`config.mk`:
```
export PLATFORM = sky130hd
export DESIGN_NAME = iq_sample_frame_packer
export DESIGN_NICKNAME = d
export VERILOG_FILES = /design/src/rtl/core/iqfp_pkg.sv /design/src/rtl/core/iqfp_sat_lane.sv /design/src/rtl/core/iqfp_burst_asm.sv /design/src/rtl/core/iqfp_byte_shifter.sv /design/src/rtl/core/iq_sample_frame_packer.sv
export VERILOG_INCLUDE_DIRS = /design/src /design/src/rtl/core
export SDC_FILE = /design/constraint.sdc
export NUM_CORES = 1
export LEC_CHECK = 0
export BUFFER_PORTS_ARGS = -buffer_cell sky130_fd_sc_hd__buf_4
export CAP_MARGIN = 20
export CORE_MARGIN = 5
export CORE_UTILIZATION = 44
export DETAILED_ROUTE_END_ITERATION = 6
export PLACE_DENSITY = 0.6
export SYNTH_ARGS = -nofsm -noshare
export SYNTH_HDL_FRONTEND = slang
export SYNTH_SLANG_ARGS = --single-unit
```
`constraint.sdc`:
```
create_clock -name clk -period 7.2 [get_ports clk]
set_input_delay 2.16 -clock clk [delete_from_list [all_inputs] [get_ports clk]]
set_output_delay 2.16 -clock clk [all_outputs]
set_load 0.005 [all_outputs]
```
`src/rtl/core/assert_macros.svh`:
```
// assertion helpers shared by the rtl
`ifndef ASSERT_MACROS_SVH
`define ASSERT_MACROS_SVH

// same-cycle implication, sampled on the rising edge, off during reset
`define ASSERT_IMPLY(label, clk, rst_n, ante, cons) \
    label: assert property (@(posedge clk) disable iff (!rst_n) (ante) |-> (cons)) \
        else $error("implication check failed");

// next-cycle implication, sampled on the rising edge, off during reset
`define ASSERT_NEXT(label, clk, rst_n, ante, cons) \
    label: assert property (@(posedge clk) disable iff (!rst_n) (ante) |=> (cons)) \
        else $error("next-cycle check failed");

`endif

```
`src/rtl/core/iqfp_pkg.sv`:
```
`timescale 1ns / 1ps

package iqfp_pkg;

    localparam int FRAME_BYTES_MAX = 14;
    localparam int BYTE_CNT_W      = 4;

    localparam logic [7:0]  START_HI   = 8'hFF;
    localparam logic [7:0]  STOP_HI    = 8'hF0;
    localparam logic [7:0]  MARK_LO    = 8'h00;
    localparam logic [10:0] HDR_FTR_LEN = 11'd10;
    localparam logic [15:0] MAX_FRAME_LEN_RST = 16'd1030;

    localparam logic [15:0] SAT_POS = 16'h7FFF;
    localparam logic [15:0] SAT_NEG = 16'h8000;

    localparam logic [BYTE_CNT_W-1:0] CNT_TAP      = 4'd4;
    localparam logic [BYTE_CNT_W-1:0] CNT_TAP_HDR  = 4'd10;
    localparam logic [BYTE_CNT_W-1:0] CNT_TAP_FTR  = 4'd8;
    localparam logic [BYTE_CNT_W-1:0] CNT_TAP_BOTH = 4'd14;

    typedef enum logic [1:0] {
        REG_TX_ID         = 2'd0,
        REG_TAP_COUNT     = 2'd1,
        REG_MAX_FRAME_LEN = 2'd2
    } reg_idx_t;

    typedef struct packed {
        logic [7:0]         antenna_id;
        logic signed [31:0] sample_i;
        logic signed [31:0] sample_q;
    } req_t;

    typedef struct packed {
        logic [7:0] data_byte;
        logic       run_last;
        logic       frame_end;
    } rsp_t;

    // bytes of one request, element 0 goes out first
    typedef struct packed {
        logic [FRAME_BYTES_MAX-1:0][7:0] bytes;
        logic [BYTE_CNT_W-1:0]           cnt;
        logic                            fend;
    } burst_t;

endpackage

```
`src/rtl/core/iqfp_sat_lane.sv`:
```
`timescale 1ns / 1ps

module iqfp_sat_lane
    import iqfp_pkg::*;
(
    input  logic signed [31:0] sample,
    output logic [15:0]        sat
);

    logic fits;

    // fits in int16 when the top 17 bits all agree
    assign fits = (sample[31:15] == '0) || (sample[31:15] == '1);

    always_comb
    begin
        if (fits)
        begin
            sat = sample[15:0];
        end
        else if (sample[31])
        begin
            sat = SAT_NEG;
        end
        else
        begin
            sat = SAT_POS;
        end
    end

endmodule

```
`src/rtl/core/iqfp_burst_asm.sv`:
```
`timescale 1ns / 1ps

module iqfp_burst_asm
    import iqfp_pkg::*;
(
    input  logic        clk,
    input  logic        rst_n,
    input  logic        load,
    input  logic        first,
    input  logic        last,
    input  logic [7:0]  tx_id,
    input  logic [7:0]  antenna_id,
    input  logic [15:0] sat_i,
    input  logic [15:0] sat_q,
    input  logic        take,
    output logic        pend_valid,
    output burst_t      pend
);

    logic [5:0][7:0] hdr;
    logic [3:0][7:0] pl;
    logic [3:0][7:0] ftr;
    burst_t          burst;
    logic            pend_valid_reg;
    logic            pend_valid_next;
    burst_t          pend_reg;

    assign hdr = {antenna_id, tx_id, MARK_LO, START_HI, MARK_LO, START_HI};
    assign pl  = {sat_q[15:8], sat_q[7:0], sat_i[15:8], sat_i[7:0]};
    assign ftr = {MARK_LO, STOP_HI, MARK_LO, STOP_HI};

    always_comb
    begin
        burst.fend = last;
        unique case ({first, last})
            2'b11:
            begin
                burst.bytes = {ftr, pl, hdr};
                burst.cnt   = CNT_TAP_BOTH;
            end
            2'b10:
            begin
                burst.bytes = {32'h0, pl, hdr};
                burst.cnt   = CNT_TAP_HDR;
            end
            2'b01:
            begin
                burst.bytes = {48'h0, ftr, pl};
                burst.cnt   = CNT_TAP_FTR;
            end
            default:
            begin
                burst.bytes = {80'h0, pl};
                burst.cnt   = CNT_TAP;
            end
        endcase
    end

    always_comb
    begin
        pend_valid_next = pend_valid_reg;
        if (take)
        begin
            pend_valid_next = 1'b0;
        end
        if (load)
        begin
            pend_valid_next = 1'b1;
        end
    end

    always_ff @(posedge clk or negedge rst_n)
    begin
        if (!rst_n)
        begin
            pend_valid_reg <= 1'b0;
        end
        else
        begin
            pend_valid_reg <= pend_valid_next;
        end
    end

    always_ff @(posedge clk)
    begin
        if (load)
        begin
            pend_reg <= burst;
        end
    end

    assign pend_valid = pend_valid_reg;
    assign pend       = pend_reg;

endmodule

```
`src/rtl/core/iqfp_byte_shifter.sv`:
```
`timescale 1ns / 1ps

module iqfp_byte_shifter
    import iqfp_pkg::*;
(
    input  logic   clk,
    input  logic   rst_n,
    input  logic   pend_valid,
    input  burst_t pend,
    output logic   take,
    output logic   rsp_valid,
    input  logic   rsp_stall,
    output rsp_t   rsp
);

    logic [FRAME_BYTES_MAX-1:0][7:0] bytes_reg;
    logic [FRAME_BYTES_MAX-1:0][7:0] bytes_next;
    logic [BYTE_CNT_W-1:0]           cnt_reg;
    logic [BYTE_CNT_W-1:0]           cnt_next;
    logic                            fend_reg;
    logic                            fend_next;
    logic                            busy;
    logic                            last_byte;
    logic                            pop;

    assign busy      = (cnt_reg != '0);
    assign last_byte = (cnt_reg == BYTE_CNT_W'(1));
    assign pop       = busy && !rsp_stall;
    // next burst moves in as the current one drains its final byte
    assign take      = pend_valid && (!busy || (pop && last_byte));

    always_comb
    begin
        bytes_next = bytes_reg;
        cnt_next   = cnt_reg;
        fend_next  = fend_reg;
        if (take)
        begin
            bytes_next = pend.bytes;
            cnt_next   = pend.cnt;
            fend_next  = pend.fend;
        end
        else if (pop)
        begin
            bytes_next = bytes_reg >> 8;
            cnt_next   = cnt_reg - BYTE_CNT_W'(1);
        end
    end

    always_ff @(posedge clk or negedge rst_n)
    begin
        if (!rst_n)
        begin
            cnt_reg <= '0;
        end
        else
        begin
            cnt_reg <= cnt_next;
        end
    end

    always_ff @(posedge clk)
    begin
        bytes_reg <= bytes_next;
        fend_reg  <= fend_next;
    end

    assign rsp_valid     = busy;
    assign rsp.data_byte = bytes_reg[0];
    assign rsp.run_last  = last_byte;
    assign rsp.frame_end = last_byte && fend_reg;

endmodule

```
`src/rtl/core/iq_sample_frame_packer.sv`:
```
`timescale 1ns / 1ps

// Frame packer for channel taps: each accepted request (one tap, 32-bit I and Q plus an
// antenna id) is turned into a burst of bytes on a byte-wide response port: start marker,
// tx id and antenna id on the first tap of a frame, four saturated little-endian sample
// bytes on every tap, and the stop marker on the last tap. The I and Q lanes saturate in
// parallel and a merge stage lines up the burst in a holding register; a shift register
// then drains it one byte per cycle while rsp_stall is low. The byte port sets the rate:
// a mid-frame tap sends 4 bytes, a first tap 10, a last tap 8 and a one-tap frame 14. A
// dropped tap (tap count zero or frame longer than max_frame_len) is taken and sends
// nothing. A request is taken while the previous burst is still draining; the first
// byte passes the holding register, then the shift register. cfg_ready is always high.

`include "assert_macros.svh"

module iq_sample_frame_packer
    import iqfp_pkg::*;
(
    input  logic        clk,
    input  logic        rst_n,
    input  logic        req_valid,
    output logic        req_stall,
    input  req_t        req,
    output logic        rsp_valid,
    input  logic        rsp_stall,
    output rsp_t        rsp,
    input  logic        cfg_valid,
    output logic        cfg_ready,
    input  logic [1:0]  cfg_index,
    input  logic [15:0] cfg_data
);

    logic [7:0]  tx_id_reg;
    logic [7:0]  tap_count_reg;
    logic [15:0] max_frame_len_reg;
    logic [7:0]  taps_seen_reg;
    logic [7:0]  taps_seen_next;

    logic        accept;
    logic        enabled;
    logic        first_tap;
    logic        last_tap;
    logic        emit;
    logic [10:0] frame_bytes;
    logic [8:0]  seen_inc;
    logic [15:0] sat_i;
    logic [15:0] sat_q;
    logic        take;
    logic        pend_valid;
    burst_t      pend;

    assign cfg_ready = 1'b1;
    assign req_stall = pend_valid;
    assign accept    = req_valid && !req_stall;

    always_ff @(posedge clk or negedge rst_n)
    begin
        if (!rst_n)
        begin
            tx_id_reg         <= '0;
            tap_count_reg     <= '0;
            max_frame_len_reg <= MAX_FRAME_LEN_RST;
        end
        else if (cfg_valid && cfg_ready)
        begin
            unique case (cfg_index)
                REG_TX_ID:         tx_id_reg         <= cfg_data[7:0];
                REG_TAP_COUNT:     tap_count_reg     <= cfg_data[7:0];
                REG_MAX_FRAME_LEN: max_frame_len_reg <= cfg_data;
                default:           ;
            endcase
        end
    end

    assign enabled     = (tap_count_reg != '0);
    assign frame_bytes = {1'b0, tap_count_reg, 2'b00} + HDR_FTR_LEN;
    assign emit        = enabled && ({5'd0, frame_bytes} <= max_frame_len_reg);
    assign first_tap   = (taps_seen_reg == '0);
    assign seen_inc    = {1'b0, taps_seen_reg} + 9'd1;
    // a lowered tap count closes the frame on the next tap
    assign last_tap    = (seen_inc >= {1'b0, tap_count_reg});

    always_comb
    begin
        taps_seen_next = taps_seen_reg;
        if (accept)
        begin
            if (!enabled || last_tap)
            begin
                taps_seen_next = '0;
            end
            else
            begin
                taps_seen_next = seen_inc[7:0];
            end
        end
    end

    always_ff @(posedge clk or negedge rst_n)
    begin
        if (!rst_n)
        begin
            taps_seen_reg <= '0;
        end
        else
        begin
            taps_seen_reg <= taps_seen_next;
        end
    end

    iqfp_sat_lane u_lane_i (
        .sample (req.sample_i),
        .sat    (sat_i)
    );

    iqfp_sat_lane u_lane_q (
        .sample (req.sample_q),
        .sat    (sat_q)
    );

    iqfp_burst_asm u_asm (
        .clk        (clk),
        .rst_n      (rst_n),
        .load       (accept && emit),
        .first      (first_tap),
        .last       (last_tap),
        .tx_id      (tx_id_reg),
        .antenna_id (req.antenna_id),
        .sat_i      (sat_i),
        .sat_q      (sat_q),
        .take       (take),
        .pend_valid (pend_valid),
        .pend       (pend)
    );

    iqfp_byte_shifter u_shift (
        .clk        (clk),
        .rst_n      (rst_n),
        .pend_valid (pend_valid),
        .pend       (pend),
        .take       (take),
        .rsp_valid  (rsp_valid),
        .rsp_stall  (rsp_stall),
        .rsp        (rsp)
    );

    `ASSERT_IMPLY(a_fend_is_run_last, clk, rst_n, rsp_valid && rsp.frame_end, rsp.run_last)
    `ASSERT_NEXT(a_emit_holds_request, clk, rst_n, accept && emit, pend_valid)
    `ASSERT_NEXT(a_frame_wraps, clk, rst_n, accept && last_tap, taps_seen_reg == '0)
    `ASSERT_IMPLY(a_take_only_pending, clk, rst_n, take, pend_valid && !accept)

endmodule
```
==> implementation parameters <==
Parameter                              Value

Setup path
  Worst-path maximum fanout ... 42
  RR Endpoint ... u_asm.pend[21]
  Startpoint kind of the worst setup timing path ... flip-flop
  Data arrival at the endpoint of the critical path ... 4630 ps
  Launch point of the worst path ... taps_seen_reg[0]
  Flop2flop setup slack ... approximately 2800 ps
  CP delay by family, top ... simple AND/OR/NAND/NOR gates
  Number of logic stages on the critical path including buffering ... 14
  Crit path buf inv count ... 1
  Sort of element at the end of the critical path ... flip-flop
  Slowest stage delay, CP ... 620 ps
  Critical Setup Path Class ... flip-flop to flip-flop
  Worst-case reg-to-reg path depth ... 14
  Critical-path cell with the highest stage delay ... and3_1
  Capture point of the worst path ... u_asm.pend[21]
  Worst EP required ... 7400 ps
  CP cell instances ... ha_1 > nand3_2 > nor2_1 > xor2_1 > ha_1 > and3_2 > a21oi_1 > and3_1 > nand2_1 > ha_1 > or2_2 > nand2_1 > buf_4 > o21ai_0
  Top cell by count, worst path ... ha_1
  Launch point of the worst reg-to-reg path ... taps_seen_reg[0]

Drt
  Pre-antenna DRT Iters ... 4
  Overall routed net length ... 20,000 microns
  Mean routed wirelength per cell ... 18.7 microns
  Number of vias per cell after detailed routing ... between 5 and 6
  Routed Antenna Nets ... 0
  Vias ... about 5.7k
  Initial detailed-routing violation count ... 340
  Total DRC errors in the routed layout ... 0

Layout
  Largest register FFs ... 85
  Top library cells by usage in the layout, fill and taps aside ... edfxtp_1, buf_4, mux2_2, nor2_1
  Area of the multi-input gates ... 3090 sq um
  Share of layout cells above drive strength 1 ... 34.3%
  Count of filler cells inserted in the layout ... 1,816
  Number of nets in the finished design ... between 800 and 900
  Register cell area after layout ... 6200 sq um
  Post-synthesis to final-layout area growth ... 18.2%
  Post-Layout Cell Count ... 1,070
  Antenna fix cells ... 0
  Most frequent standard cell in the layout excluding fill and tap cells ... edfxtp_1

Logic synthesis
  Share of synthesized area occupied by flip-flops and latches ... about two thirds
  Distinct cell type count after synthesis ... 54
  Leading post-synthesis cells by cell area ... edfxtp_1, mux2_2, dfrtp_1, ha_1, a21oi_1
  Proportion of register bits with asynchronous set or reset after synthesis ... 21.0%
  Share of the synthesized area in the top cell type ... a little over half
  Number of flops mapped to enable cells by yosys ... roughly 170
  Synthesized Nets ... between 700 and 800
  Total number of yosys warnings ... 0
  Top FF cell, synth ... edfxtp_1
  Cell taking the most area after synthesis ... edfxtp_1
  Flip-flop and latch count after synthesis ... 214
  Synthesized netlist cell count ... a little under 700
  Average cell area after synthesis ... about 14 sq um
  Summed instance area of the synthesized netlist ... between 9000 and 10,000 sq um

Timing
  Post-Route Skew ... 11.4 ps
  Setup repair after global routing missed its margin ... false
  Number of max-slew violations in the final report ... 0
  Fmax ... 0.226 GHz
  Minimum clock period after layout ... roughly 4400 ps
  Final worst path period share ... 61.5%
  Number of setup violations in the final report ... 0
  Final Hold Viols ... 0
  Max transition margin ... between 20 and 30%
  Worst-case hold slack ... roughly 420 ps
  Setup TNS ... 0 ps
  Transition time at the pin with the least slew margin ... 1060 ps

Clock network
  Post-cts repair resize count ... 0
  CTS sink cnt ... 214
  TritonCTS buffer count ... 24
  Clock-pin slew of the registers on the worst-case setup and hold paths ... roughly 60 ps
  Clock Tree Buf Depth ... 3
  Clock latency on the worst-skew pair ... 500 ps
  Root cell of the clock tree ... clkbuf_16
  Count of hold buffers inserted by post-cts repair ... 0
  Postcts setup bufs ... 0
  Number of levels the H-tree was split into ... 1
  CTS tree ... built

Die
  Horiz. Die Dim ... 158 microns
  Ports placed on the boundary ... 108
  Standard-cell row count ... 54
  Core footprint ... 21,600 sq um
  Effective utilization at floorplan ... 44.4%
  Height of the die ... between 150 and 200 microns
  Area of the die ... roughly 25,000 sq um

Pwr
  Pint ... 0.00320 W
  Leakage Power ... ~4.5 nW
  Sequential Power Share ... 46.5%
  Power per unit of standard cell area ... 404 nW/um^2
  Switch Pwr ... 0.00138 W
  Switch share ... a little under a third
  Combinational group share of total power ... around 29%
  Clk network pwr share ... 24.3%
  Worst IR Drop VDD ... 226 uV
  Final total power ... around 0.0046 W

GRT
  Pin count of the biggest net entering global routing ... between 80 and 90
  First-pass GRT wire length ... about 32,000 microns
  Total global routing overflow ... 0
  Fraction of met3 tracks used by global routing ... ~2.4%
  GR Layer Usage met2 ... between 20% and 30%
  Routing layer with the top usage in global route ... met2
  Combined global-route utilization of all metal layers ... 16.1%
  Antenna violations before repair ... 0
  Met1 track demand over resource ... 22.1%
  Number of global-route vias before repair ... 5,983

Placed design
  HPWL after detailed placement ... 13,600 microns
  Post-placement cell count ... 1,029
  Number of buffer cells added on primary ports ... 106
  Placer's final routability congestion estimate ... 0.809

Run
  Number of violations of the max-capacitance limit ... 0

Worst hold path
  Worst hold-check path type ... flip-flop to flip-flop

Outcome
  Result of the run ... finished, final reports clean
-- power by group through the flow --
stage,Clock (W),Sequential [W],Combinational (W)
final,0.00111,0.00213,0.00134
after floorplan,0,0.00210,0.000974
after global routing,0.00120,0.00217,0.00150
after global placement,0,0.00215,0.00130
after CTS,0.00115,0.00214,0.00134
after detailed placement,0,0.00216,0.00133
-- metrics by stage --
stage               instance area (sq um)  util (%)  setup WS [ps]
global placement                    10600      49.0           2650
finish                              11300      52.5           2770
detailed placement                  10600      49.0           2510
CTS                                 11300      52.3           2800
floorplan                            9590         -            327
global route                        11300      52.5           2510
-- worst register-to-register path, cell delays in order, from the launching register on --
cell and delay (ps):
dfrtp_1 470, ha_1 240, nand3_2 120, nor2_1 150, xor2_1 230, ha_1 280
and3_2 190, a21oi_1 180, and3_1 620, nand2_1 220, ha_1 270, or2_2 450
nand2_1 120, buf_4 380, o21ai_0 220
-- cell type report --
type	instances	share of cell area, %
Sequential cell	214	54.7
Multi-Input combinational cell	395	27.3
Timing Repair Buffer	114	7.72
Clock buffer	33	5.78
Tap cell	280	3.09
Inverter	28	0.927
Clock inverter	6	0.485
-- how the worst min path moves through the flow --
stage	startpoint	slack, ps	to	cells after the start
global placement	u_asm.pend[0]	410	u_shift.fend_reg	0
global route	u_asm.pend[0]	430	u_shift.fend_reg	0
floorplan	u_asm.pend[0]	400	u_shift.fend_reg	0
CTS	u_asm.pend[0]	410	u_shift.fend_reg	0
detailed placement	u_asm.pend[0]	420	u_shift.fend_reg	0
finish	u_asm.pend[0]	420	u_shift.fend_reg	0
-- per-layer routing --
layer	up-vias	share of wire, %	wire [microns]
met4	0	1.2	238
met3	18	4.5	894
li1	2726	-	-
met2	113	50	9910
met5	-	0	0
met1	2864	45	8950
-- cells by family (layout without fill, tap and decap cells) --
group / count (synthesis) / in the layout / share of synthesized area (%)
AND/OR/NAND/NOR: 148 / 148 / 7.96
AO/OA/AOI/OAI: 101 / 101 / 6.96
flip-flops: 214 / 214 / 64.7
XOR/XNOR: 13 / 13 / 1.19
other: 1 / 1 / 0.0391
adder cells (fa/ha/maj): 26 / 26 / 3.39
buffers and inverters: 67 / 181 / 3.35
multiplexers: 106 / 106 / 12.4
-- synth_stat cells (2+ instances only) --
| library cell | number |
|---|---|
| mux2_2 | 106 |
| ha_1 | 26 |
| dfrtp_1 | 42 |
| xnor2_1 | 8 |
| a21oi_1 | 42 |
| xor2_1 | 5 |
| a21o_2 | 2 |
| dfstp_2 | 3 |
| a21bo_2 | 2 |
| a31oi_1 | 8 |
| buf_4 | 11 |
| a21o_1 | 7 |
| nand2_1 | 15 |
| a41o_2 | 5 |
| nor2_1 | 56 |
| nor3_1 | 3 |
| nand3_1 | 6 |
| nand4b_1 | 2 |
| and3_1 | 17 |
| a211oi_1 | 4 |
| a41oi_1 | 2 |
| nor4_1 | 12 |
| o21ai_0 | 19 |
| edfxtp_1 | 169 |
| inv_1 | 28 |
| buf_2 | 8 |
| nand3b_1 | 2 |
| and2_1 | 11 |
| or4_1 | 2 |
| clkbuf_1 | 17 |
| nand4_1 | 9 |
| nor2b_1 | 4 |
| o31ai_1 | 2 |
(Power assumes the default switching activity.)
